--- config.mk ---
export PLATFORM = sky130hd
export DESIGN_NAME = lagrange_point_eval_mod_q
export DESIGN_NICKNAME = d
export VERILOG_FILES = /design/src/hdl/lpe_pkg.sv /design/src/hdl/lpe_ram.sv /design/src/hdl/lpe_modmul.sv /design/src/hdl/lagrange_point_eval_mod_q.sv
export SDC_FILE = /design/constraint.sdc
export NUM_CORES = 2
export LEC_CHECK = 0
export BUFFER_PORTS_ARGS = -buffer_cell sky130_fd_sc_hd__buf_2
export CAP_MARGIN = 20
export CORE_MARGIN = 8
export CORE_UTILIZATION = 55
export DETAILED_ROUTE_END_ITERATION = 6
export HOLD_SLACK_MARGIN = 0.1
export PLACE_DENSITY = 0.7
export SLEW_MARGIN = 15
export SYNTH_ARGS = -nofsm -noshare
export SYNTH_HDL_FRONTEND = slang
export SYNTH_HIERARCHICAL = 1
export SYNTH_SLANG_ARGS = --single-unit
export TNS_END_PERCENT = 50
--- constraint.sdc ---
create_clock -name clk -period 7.7 [get_ports clk]
set_input_delay 0.385 -clock clk [delete_from_list [all_inputs] [get_ports clk]]
set_output_delay 0.385 -clock clk [all_outputs]
set_load 0.005 [all_outputs]
--- src/hdl/lpe_pkg.sv ---
package lpe_pkg;

  localparam int unsigned MAX_POINTS = 64;
  localparam int unsigned ADDR_W     = $clog2(MAX_POINTS);
  localparam int unsigned CNT_W      = $clog2(MAX_POINTS + 1);
  localparam int unsigned FQ_W       = 12;
  localparam int unsigned DEG_W      = 6;
  localparam int unsigned PROD_W     = 2 * FQ_W;

  localparam logic [FQ_W-1:0] FIELD_Q = FQ_W'(3329);
  localparam logic [FQ_W-1:0] INV_EXP = FQ_W'(3329 - 2);
  localparam int unsigned     EXP_W   = FQ_W;
  localparam int unsigned     EIDX_W  = $clog2(EXP_W);

  localparam int unsigned     BARRETT_SHIFT = 36;
  localparam int unsigned     BARRETT_W     = 25;
  localparam logic [BARRETT_W-1:0] BARRETT_M = BARRETT_W'((64'd1 << BARRETT_SHIFT) / 3329);

  localparam logic KIND_LOAD  = 1'b0;
  localparam logic KIND_QUERY = 1'b1;

  typedef struct packed {
    logic            kind;
    logic [FQ_W-1:0] x_value;
    logic [FQ_W-1:0] y_value;
    logic            last_query;
  } in_item_t;

  typedef struct packed {
    logic [FQ_W-1:0] value;
    logic            repeated_abscissa;
    logic            last;
  } out_item_t;

  typedef struct packed {
    logic [FQ_W-1:0] x;
    logic [FQ_W-1:0] y;
  } point_t;

  typedef enum logic [3:0] {
    ST_IDLE,
    ST_J_READ,
    ST_J_DATA,
    ST_K_READ,
    ST_K_DATA,
    ST_K_WAIT,
    ST_INV_LOAD,
    ST_INV_STEP,
    ST_INV_WAIT,
    ST_T1,
    ST_T1_WAIT,
    ST_T2,
    ST_T2_WAIT,
    ST_OUT
  } state_t;

  function automatic logic [FQ_W-1:0] fq_reduce(input logic [FQ_W-1:0] v);
    fq_reduce = (v >= FIELD_Q) ? FQ_W'(v - FIELD_Q) : v;
  endfunction

  function automatic logic [FQ_W-1:0] fq_sub(input logic [FQ_W-1:0] a,
                                             input logic [FQ_W-1:0] b);
    logic [FQ_W:0] t;
    t = {1'b0, a} + {1'b0, FIELD_Q} - {1'b0, b};
    fq_sub = (t >= {1'b0, FIELD_Q}) ? FQ_W'(t - {1'b0, FIELD_Q}) : t[FQ_W-1:0];
  endfunction

  function automatic logic [FQ_W-1:0] fq_add(input logic [FQ_W-1:0] a,
                                             input logic [FQ_W-1:0] b);
    logic [FQ_W:0] t;
    t = {1'b0, a} + {1'b0, b};
    fq_add = (t >= {1'b0, FIELD_Q}) ? FQ_W'(t - {1'b0, FIELD_Q}) : t[FQ_W-1:0];
  endfunction

endpackage

--- src/hdl/lpe_ram.sv ---
module lpe_ram #(
  parameter int unsigned WIDTH = 8,
  parameter int unsigned DEPTH = 16
) (
  input  logic                     clk,
  input  logic                     we,
  input  logic [$clog2(DEPTH)-1:0] waddr,
  input  logic [WIDTH-1:0]         wdata,
  input  logic [$clog2(DEPTH)-1:0] raddr,
  output logic [WIDTH-1:0]         rdata
);

  logic [WIDTH-1:0] mem [DEPTH];
  logic [WIDTH-1:0] rdata_r;

  always_ff @(posedge clk) begin
    if (we) begin
      mem[waddr] <= wdata;
    end
    rdata_r <= mem[raddr];
  end

  assign rdata = rdata_r;

endmodule

--- src/hdl/lpe_modmul.sv ---
module lpe_modmul (
  input  logic                     clk,
  input  logic                     rst_n,
  input  logic                     start,
  input  logic [lpe_pkg::FQ_W-1:0] a,
  input  logic [lpe_pkg::FQ_W-1:0] b,
  output logic                     done,
  output logic [lpe_pkg::FQ_W-1:0] res
);
  import lpe_pkg::*;

  localparam int unsigned WIDE_W = PROD_W + BARRETT_W;

  logic [2:0]          vld_r;
  logic [PROD_W-1:0]   p1_r;
  logic [PROD_W-1:0]   p2_r;
  logic [FQ_W:0]       q_r;
  logic [FQ_W-1:0]     res_r;
  logic [WIDE_W-1:0]   wide;
  logic [PROD_W-1:0]   rem;
  logic [FQ_W-1:0]     res_nxt;

  always_ff @(posedge clk) begin
    if (!rst_n) begin
      vld_r <= '0;
    end else begin
      vld_r <= {vld_r[1:0], start};
    end
  end

  assign wide = WIDE_W'(p1_r) * WIDE_W'(BARRETT_M);

  always_comb begin
    rem     = p2_r - PROD_W'(q_r) * PROD_W'(FIELD_Q);
    res_nxt = (rem >= PROD_W'(FIELD_Q)) ? FQ_W'(rem - PROD_W'(FIELD_Q)) : rem[FQ_W-1:0];
  end

  always_ff @(posedge clk) begin
    p1_r  <= PROD_W'(a) * PROD_W'(b);
    p2_r  <= p1_r;
    q_r   <= wide[BARRETT_SHIFT +: FQ_W+1];
    res_r <= res_nxt;
  end

  assign done = vld_r[2];
  assign res  = res_r;

endmodule

--- src/hdl/lagrange_point_eval_mod_q.sv ---
// Lagrange evaluation over GF(3329). A load transaction (kind 0) stores one
// point in the cycle it is taken and leaves busy low. A query transaction (kind 1)
// holds busy high while the sequencer walks every point pair through the
// point memory and two pipelined modular multipliers, then shows the result
// for one cycle on out_strobe; the receiver must take it then, it cannot
// stall. With N = degree + 1 points, each point pair costs a memory read plus a
// pass through the multiplier pipeline, and each point takes twelve
// square-and-multiply steps for the Fermat inverse.
module lagrange_point_eval_mod_q (
  input  logic                      clk,
  input  logic                      rst_n,
  input  logic                      cfg_we,
  input  logic [lpe_pkg::DEG_W-1:0] cfg_wdata,
  input  logic                      start,
  output logic                      busy,
  input  lpe_pkg::in_item_t         in_item,
  output logic                      out_strobe,
  output lpe_pkg::out_item_t        out_item
);
  import lpe_pkg::*;

  state_t              state_r, state_nxt;
  logic [DEG_W-1:0]    degree_r;
  logic [CNT_W-1:0]    load_idx_r;
  logic [ADDR_W-1:0]   j_r, k_r;
  logic [EIDX_W-1:0]   eidx_r;
  logic [FQ_W-1:0]     e_r, xj_r, yj_r, num_r, den_r, acc_r, base_r, term_r, sum_r;
  logic                rep_r, last_r;

  logic [CNT_W-1:0]    n_pts, deg_plus;
  logic [ADDR_W-1:0]   slot;
  logic [CNT_W-1:0]    slot_inc;
  logic                accept, do_load, do_query;
  logic                j_last, k_last;
  logic [ADDR_W-1:0]   raddr;
  point_t              rd_pt, wr_pt;
  logic                ma_start, mb_start, ma_done, mb_done;
  logic [FQ_W-1:0]     ma_a, ma_b, mb_a, mb_b, ma_res, mb_res;

  assign deg_plus = CNT_W'(degree_r) + CNT_W'(1);
  assign n_pts    = (deg_plus > CNT_W'(MAX_POINTS)) ? CNT_W'(MAX_POINTS) : deg_plus;
  assign slot     = (load_idx_r < n_pts) ? load_idx_r[ADDR_W-1:0] : '0;
  assign slot_inc = CNT_W'(slot) + CNT_W'(1);

  assign accept   = start && (state_r == ST_IDLE);
  assign do_load  = accept && (in_item.kind == KIND_LOAD);
  assign do_query = accept && (in_item.kind == KIND_QUERY);
  assign j_last   = (CNT_W'(j_r) == n_pts - CNT_W'(1));
  assign k_last   = (CNT_W'(k_r) == n_pts - CNT_W'(1));

  assign wr_pt.x = fq_reduce(in_item.x_value);
  assign wr_pt.y = fq_reduce(in_item.y_value);

  lpe_ram #(
    .WIDTH ($bits(point_t)),
    .DEPTH (MAX_POINTS)
  ) u_ram (
    .clk   (clk),
    .we    (do_load),
    .waddr (slot),
    .wdata (wr_pt),
    .raddr (raddr),
    .rdata (rd_pt)
  );

  lpe_modmul u_mul_a (
    .clk   (clk),
    .rst_n (rst_n),
    .start (ma_start),
    .a     (ma_a),
    .b     (ma_b),
    .done  (ma_done),
    .res   (ma_res)
  );

  lpe_modmul u_mul_b (
    .clk   (clk),
    .rst_n (rst_n),
    .start (mb_start),
    .a     (mb_a),
    .b     (mb_b),
    .done  (mb_done),
    .res   (mb_res)
  );

  always_comb begin
    state_nxt = state_r;
    case (state_r)
      ST_IDLE:     if (do_query) state_nxt = ST_J_READ;
      ST_J_READ:   state_nxt = ST_J_DATA;
      ST_J_DATA:   state_nxt = ST_K_READ;
      ST_K_READ:   state_nxt = ST_K_DATA;
      ST_K_DATA: begin
        if (k_r != j_r) state_nxt = ST_K_WAIT;
        else if (k_last) state_nxt = ST_INV_LOAD;
        else state_nxt = ST_K_READ;
      end
      ST_K_WAIT: begin
        if (ma_done && mb_done) state_nxt = k_last ? ST_INV_LOAD : ST_K_READ;
      end
      ST_INV_LOAD: state_nxt = ST_INV_STEP;
      ST_INV_STEP: state_nxt = ST_INV_WAIT;
      ST_INV_WAIT: begin
        if (ma_done && mb_done) begin
          state_nxt = (eidx_r == EIDX_W'(EXP_W - 1)) ? ST_T1 : ST_INV_STEP;
        end
      end
      ST_T1:       state_nxt = ST_T1_WAIT;
      ST_T1_WAIT:  if (ma_done) state_nxt = ST_T2;
      ST_T2:       state_nxt = ST_T2_WAIT;
      ST_T2_WAIT: begin
        if (ma_done) state_nxt = j_last ? ST_OUT : ST_J_READ;
      end
      ST_OUT:      state_nxt = ST_IDLE;
      default:     state_nxt = ST_IDLE;
    endcase
  end

  always_comb begin
    raddr    = k_r;
    ma_start = 1'b0;
    mb_start = 1'b0;
    ma_a     = num_r;
    ma_b     = fq_sub(e_r, rd_pt.x);
    mb_a     = den_r;
    mb_b     = fq_sub(xj_r, rd_pt.x);
    case (state_r)
      ST_J_READ: raddr = j_r;
      ST_K_DATA: begin
        ma_start = (k_r != j_r);
        mb_start = (k_r != j_r);
      end
      ST_INV_STEP: begin
        ma_start = 1'b1;
        mb_start = 1'b1;
        ma_a     = acc_r;
        ma_b     = base_r;
        mb_a     = base_r;
        mb_b     = base_r;
      end
      ST_T1: begin
        ma_start = 1'b1;
        ma_a     = num_r;
        ma_b     = acc_r;
      end
      ST_T2: begin
        ma_start = 1'b1;
        ma_a     = yj_r;
        ma_b     = term_r;
      end
      default: raddr = k_r;
    endcase
  end

  always_ff @(posedge clk) begin
    if (!rst_n) begin
      state_r    <= ST_IDLE;
      degree_r   <= '0;
      load_idx_r <= '0;
    end else begin
      state_r <= state_nxt;
      if (cfg_we) begin
        degree_r <= cfg_wdata;
      end
      if (do_load) begin
        load_idx_r <= (slot_inc >= n_pts) ? '0 : slot_inc;
      end
    end
  end

  always_ff @(posedge clk) begin
    case (state_r)
      ST_IDLE: begin
        e_r    <= fq_reduce(in_item.x_value);
        last_r <= in_item.last_query;
        j_r    <= '0;
        sum_r  <= '0;
        rep_r  <= 1'b0;
      end
      ST_J_DATA: begin
        xj_r  <= rd_pt.x;
        yj_r  <= rd_pt.y;
        num_r <= FQ_W'(1);
        den_r <= FQ_W'(1);
        k_r   <= '0;
      end
      ST_K_DATA: begin
        if (k_r > j_r && rd_pt.x == xj_r) begin
          rep_r <= 1'b1;
        end
        if (k_r == j_r && !k_last) begin
          k_r <= k_r + ADDR_W'(1);
        end
      end
      ST_K_WAIT: begin
        if (ma_done) begin
          num_r <= ma_res;
          den_r <= mb_res;
          if (!k_last) begin
            k_r <= k_r + ADDR_W'(1);
          end
        end
      end
      ST_INV_LOAD: begin
        base_r <= den_r;
        acc_r  <= FQ_W'(1);
        eidx_r <= '0;
      end
      ST_INV_WAIT: begin
        if (ma_done) begin
          if (INV_EXP[eidx_r]) begin
            acc_r <= ma_res;
          end
          base_r <= mb_res;
          eidx_r <= eidx_r + EIDX_W'(1);
        end
      end
      ST_T1_WAIT: begin
        if (ma_done) begin
          term_r <= ma_res;
        end
      end
      ST_T2_WAIT: begin
        if (ma_done) begin
          sum_r <= fq_add(sum_r, ma_res);
          j_r   <= j_r + ADDR_W'(1);
        end
      end
      default: begin
        sum_r <= sum_r;
      end
    endcase
  end

  assign busy                       = (state_r != ST_IDLE);
  assign out_strobe                 = (state_r == ST_OUT);
  assign out_item.value             = sum_r;
  assign out_item.repeated_abscissa = rep_r;
  assign out_item.last              = last_r;

endmodule

# Yosys cells after proc, flatten, opt, wreduce, memory -nomap -nowiden

Memories as Yosys holds them, arrays and structs flattened. A register that Yosys moved wholly into a read port is not among the register bits.
Index checks and enable logic that the tools add are counted.

Flip-flop bits (word level): 295
Memory bits (writable): 1536
Bits in read-only memories: 16
Input port bits: 36
Output and inout port bits: 16
Word-level logic and storage cells: 172
Memories: 2

Memory list:

| memory          | depth | width | rd ports | clocked after memory_dff | wr ports | RTL line                         | source |
|---|---|---|---|---|---|---|---|
| u_ram.mem       | 64    | 24    | 1        | 1                        | 1        | lpe_ram.sv:13                    | `logic [WIDTH-1:0] mem [DEPTH];` |
| (no name shown) | 16    | 1     | 1        | 1                        | 0        | lagrange_point_eval_mod_q.sv:211 | `if (INV_EXP[eidx_r]) begin` |

Add/subtract/negate cells: 20
$mul: 6
Order comparisons: 12
Equality and inequality tests: 30
Mux-type cells: 51
Bitwise gates (word level): 1
Reduce and logical (&&, ||, !) cells: 23

Operators by type and width:

| cell                   | number |
|---|---|
| $mux 12                | 14 |
| $pmux 12 s2            | 6 |
| $mul 24x24->48 const B | 2 |
| $sub 12x12->12 const B | 7 |
| $pmux 4 s13            | 1 |
| $ge 24x12->1 const B   | 2 |
| $mul 12x12->24         | 2 |
| $mul 13x12->24 const B | 2 |
| $sub 24x24->24         | 2 |
| $ge 13x12->1 const B   | 3 |
| $mux 4                 | 9 |
| $mux 6                 | 6 |
| $pmux 12 s3            | 1 |
| $eq 4x4->1 const B     | 7 |
| $add 12x12->13 const B | 2 |
| $sub 13x12->13         | 2 |
| $ge 12x12->1 const B   | 2 |
| $pmux 6 s3             | 1 |
| $eq 4x3->1 const B     | 4 |
| $add 6x1->7 const B    | 2 |
| $eq 6x7->1             | 2 |
| $mux 7                 | 2 |
| $ne 2x2->1 const B     | 7 |
| $add 12x12->13         | 1 |
| other kinds (31)       | 54 |

# Logic depth before layout (Yosys ltp)

Depth after elaboration: 9
Gate-level depth with buffers: 39
Mapped depth without buffers: 37

# Cells and area by module

Netlist, hierarchy kept.

Modules (own cells, without submodules):

| module                    | instances | cells each | area an instance (um^2) | sequential area each (um^2) |
|---|---|---|---|---|
| lpe_ram                   | 1         | 2610       | 59295.6                 | 46604.7 |
| lpe_modmul at u_mul_b     | 1         | 2139       | 20488.4                 | 1521.5 |
| lpe_modmul at u_mul_a     | 1         | 2054       | 20033.0                 | 1521.5 |
| lagrange_point_eval_mod_q | 1         | 1170       | 10786.6                 | 4144.0 |

# Least setup slack after synthesis

Ideal clock, no wire load.

Path kind: reg2reg
Start: register xj_r[1]
End: register u_mul_b.p1_r[22]
Library setup time: 0.134 ns
Data arrival time: 8.005 ns
Data required time: 7.566 ns
Setup slack: -0.439 ns
Stages on the path, launching flop included: 34
Buffers on the path: 2
Clock period less this slack: 8.139 ns
Cell sequence: edfxtp_1 inv_1 ha_1 inv_1 ha_1 fa_1 a211oi_2 o21ai_0 a221oi_2 nor3b_1 nand4b_1 a31oi_1 buf_4 and3b_1 xnor2_1 o21ai_1 clkbuf_1 nand2_1 fa_1 fa_1 inv_1 fa_1 inv_1 fa_1 inv_1 fa_1 ha_1 a21o_1 a21o_1 or3_1 o2111ai_1 a21oi_1 mux2i_1 or4_1

Cells in the longest elaborated chain, start to end: 6
Elaborated cells on any way between the ends: 7
Classes of those cells: add/sub (3); mul (1); order compare (1); mux (2)

RTL lines:

| element                                        | RTL line                         | source |
|---|---|---|
| start: declaration                             | lagrange_point_eval_mod_q.sv:27  | `logic [FQ_W-1:0] e_r, xj_r, yj_r, num_r, den_r, acc_r, base_r, term_r, sum_r;` |
| start signal: assignment                       | lagrange_point_eval_mod_q.sv:181 | `xj_r <= rd_pt.x;` |
| $add 12x12->13 (*)                             | lpe_pkg.sv:64                    | `t = {1'b0, a} + {1'b0, FIELD_Q} - {1'b0, b};` |
| $sub 13x12->13 (*)                             | lpe_pkg.sv:64                    |  |
| $sub 12x12->12 or $ge 13x12->1 (tied branches) | lpe_pkg.sv:65                    | `fq_sub = (t >= {1'b0, FIELD_Q}) ? FQ_W'(t - {1'b0, FIELD_Q}) : t[FQ_W-1:0];` |
| $mux 12 (*)                                    | lpe_pkg.sv:65                    |  |
| $mux 12 (*)                                    | lagrange_point_eval_mod_q.sv:127 | `case (state_r)` |
| via mb_b[6]                                    | lagrange_point_eval_mod_q.sv:38  | `logic [FQ_W-1:0] ma_a, ma_b, mb_a, mb_b, ma_res, mb_res;` |
| $mul 12x12->24 (*)                             | lpe_modmul.sv:39                 | `p1_r <= PROD_W'(a) * PROD_W'(b);` |
| end signal: assignment                         | lpe_modmul.sv:39                 |  |
| end: declaration                               | lpe_modmul.sv:15                 | `logic [PROD_W-1:0] p1_r;` |

The timed path passes the listed nets; every way through them passes the cells marked *.
A chain may end at the register's enable or synchronous reset.

# Final worst setup path

Ends and elaborated chain as after synthesis.

==> reports/metrics.csv <==
metric;value;unit
status;finished, violations left;
failing checks;design-rule violations, negative setup slack;
htree depth;4;
max-cap violations;0;
dpl ws;-0.514;ns
Seq cells post-synth;1856;
first-pass GRT wire length;419000;um
most used routing layer;met2;
initial core utilization;55.3;%
Iteration-0 DRC Markers;6496;
final setup vio count;12;
CP startpoint kind;flip-flop;
I/O pin count;52;
grt ovf;0;
Final Hold Vio Count;0;
Max Slew Vio Count;0;
upper clock frequency limit;0.125;GHz
number of synthesized flops with an enable pin;1662;
Hold Crit Class;in2reg;
largest net degree at the start of global routing;129;
Synth cell types;108;
Mean Syn Cell Area;13.9;um^2
Crit. End Element;flip-flop;
Total Routing Usage GR;25.4;%
Main synth FF type;edfxtp_1;
Total Nets Final;10100;
Sink Count;1856;
unrepaired setup endpoints after global routing;true;
Remaining DRCs;8;
die height;464;um
Crit path max-delay family;adder cells;
Post-synth ARST share;0;%
skew final;0.0572;ns
total core area;200000;um^2
port bufs;51;
Synth Warn #;6;
HPWL Detailed;189000;um
Pre-Repair DR Iteration Count;7;
Via Count;66000;
crit path max-delay cell type;fa_1;
largest stage delay on the critical path;0.55;ns
CTS tree;yes;
die width;464;um
syn nets;9651;
minimum clock period;7.97;ns
sequential-to-total area share from yosys stat;48.6;%
Critical Path Fanout Max;4;
met1 Resource Use GR;34.3;%
final wirelength;273000;um
Slew @ Worst Pin;1.10;ns
wire per inst;24.3;um
Critical Path Most Common Cell;fa_1;
share of cells above drive strength 1;17.0;%
Max transition margin;26.4;%
met3 GRT Util;4.15;%
die area;216000;um^2
WP buf/inv;7;
drt via density;5.89;
CTS root buf;clkbuf_16;
antenna violations before repair;7;
period utilization;104;%
antenna viol nets, final;0;
TritonCTS Buffers;185;
vias in the first global route;69400;
Critical Path AT;8.60;ns
met2 usage;42.2;%
post-synth design cell area;111000;um^2
clock tree buffer depth;3;
Clock Pin Slew Worst Setup and Hold Paths;0.06;ns
Syn Inst Count;7973;
Final Worst Setup Slack;-0.271;ns
clk_lat worst skew;0.82;ns
FP Rows;164;
Area Growth Syn to Fin;12.1;%
critical path type;reg2reg;
Req. time, crit path;8.33;ns
GPL Wtd Cong;0.953;
cells in the final DEF (no fill, tap or decap), types with 75 or more instances in the layout:
| cell | n |
|---|---|
| a21o_1 | 75 |
| dfxtp_1 | 191 |
| and2_1 | 126 |
| mux4_2 | 355 |
| clkbuf_16 | 189 |
| xnor2_1 | 114 |
| mux2i_1 | 112 |
| buf_4 | 404 |
| nand2_1 | 448 |
| o21ai_0 | 102 |
| a21oi_1 | 134 |
| inv_1 | 1305 |
| edfxtp_1 | 1662 |
| nand3_1 | 75 |
| fa_1 | 806 |
| nor2_1 | 182 |
| ha_1 | 814 |
worst paths after layout:
| path | startpoint | to | slack, ns | depth (start not counted) |
|---|---|---|---|---|
| worst max-delay path | xj_r[1] | u_mul_b/p1_r[22] | -0.27 | 33 |
| worst min-delay path | in_item[25] | load_idx_r[1] | 0.18 | 4 |
| worst max register to register | xj_r[1] | u_mul_b/p1_r[22] | -0.27 | 33 |
| worst min register to register | u_ram/rdata[0] | yj_r[0] | 0.40 | 0 |
synthesized netlist by cell type, types with 12 or more instances:
| master | instances | area [um^2] |
|---|---|---|
| buf_1 | 15 | 56.3 |
| ha_1 | 829 | 10400 |
| mux2_2 | 61 | 687 |
| nor2b_1 | 50 | 313 |
| nand3b_1 | 15 | 113 |
| buf_4 | 36 | 270 |
| mux2i_1 | 112 | 1120 |
| a21boi_0 | 15 | 113 |
| edfxtp_1 | 1662 | 49900 |
| a22oi_1 | 46 | 345 |
| dfxtp_1 | 194 | 3880 |
| nand2b_1 | 40 | 250 |
| a21oi_1 | 150 | 751 |
| a31oi_1 | 30 | 188 |
| clkbuf_1 | 147 | 552 |
| o21a_1 | 37 | 278 |
| buf_6 | 12 | 135 |
| o22ai_1 | 61 | 382 |
| mux4_2 | 355 | 8000 |
| a21o_1 | 75 | 563 |
| and3_1 | 74 | 463 |
| o21ai_1 | 16 | 80.1 |
| a2111oi_0 | 12 | 105 |
| xnor2_1 | 128 | 1120 |
| buf_2 | 53 | 265 |
| fa_1 | 813 | 16300 |
| or2_2 | 16 | 100 |
| o21ai_0 | 131 | 656 |
| nand3_1 | 76 | 380 |
| nand2_1 | 458 | 1720 |
| o21bai_1 | 20 | 150 |
| and2_1 | 128 | 801 |
| nand4_1 | 28 | 175 |
| a211oi_1 | 34 | 255 |
| o211ai_1 | 28 | 210 |
| a221oi_1 | 59 | 517 |
| nor2_1 | 249 | 935 |
| xor2_1 | 75 | 657 |
| or3_1 | 34 | 213 |
| nor3_1 | 72 | 360 |
| inv_1 | 1319 | 4950 |
cell type report:
cell class | count | area [um^2]
fillers | 15000 | 75900
multi-input cells | 4533 | 51900
clock buffers | 228 | 4930
flip-flops and latches | 1856 | 53800
clock inverters | 120 | 1370
well taps | 2656 | 3320
diodes | 4 | 10.0
inverters | 1321 | 4960
repair buffers | 493 | 3740
worst min-delay path: stages:
cell      delay, ns
buf_2          0.12
nand3b_1       0.24
a22oi_1        0.12
nor2b_1        0.10
flip-flops by register name (all words and copies together), names as in the netlist, 6 cells and up, named ones only:
name,cells
acc_r,12
base_r,12
degree_r,6
den_r,12
e_r,12
j_r,6
k_r,6
load_idx_r,7
num_r,12
sum_r,12
term_r,12
u_mul_a/p1_r,24
u_mul_a/p2_r,24
u_mul_a/q_r,13
u_mul_a/res,12
u_mul_b/p1_r,24
u_mul_b/p2_r,24
u_mul_b/q_r,13
u_mul_b/res,12
u_ram/mem,1536
u_ram/rdata,24
xj_r,12
yj_r,12
layer usage:
metal  routed length (um)  vias up  part of all wire [%]
met2               132000     2724                    48
met3                21300      503                   7.8
met5                   13        -                0.0048
met4                10200        2                   3.7
met1               109000    33700                    40
li1                     -    29100                     -
through the flow:
stage | util (%) | cells | hold WS, ns | setup TNS [ns] | instance area, um^2
after floorplan | - | 7973 | 0.386 | -0.0465 | 111000
final | 62.0 | 11200 | 0.183 | -1.63 | 124000
after global routing | 62.0 | 11200 | 0.226 | -6.35 | 124000
after CTS | 61.8 | 11200 | 0.129 | -0.562 | 124000
after detailed placement | 58.3 | 10800 | 0.389 | -5.31 | 116000
after global placement | 58.3 | 10800 | 0.390 | -3.55 | 116000
repair_timing:
action,CTS,global route
resized for setup,78,73
buffers inserted,32,12
endpoints found under the setup margin,19,28
cloned,2,0
hold buffers,21,0
hold endpoints to repair,20,0
pin swaps,71,80
cell families after synthesis:
logic type	count (synthesis)	synth area share [%]
AOI/OAI and AO/OA	849	5.33
xor gates and xnor gates	206	1.66
adders and majority gates	1642	24.1
buffers and inverters	1585	5.65
DFF	1856	48.6
muxes	528	8.86
and+or+nand+nor	1307	5.77
Power is not shown: default switching activity piles up to over one toggle a cycle in this logic, so the estimate is an artifact.
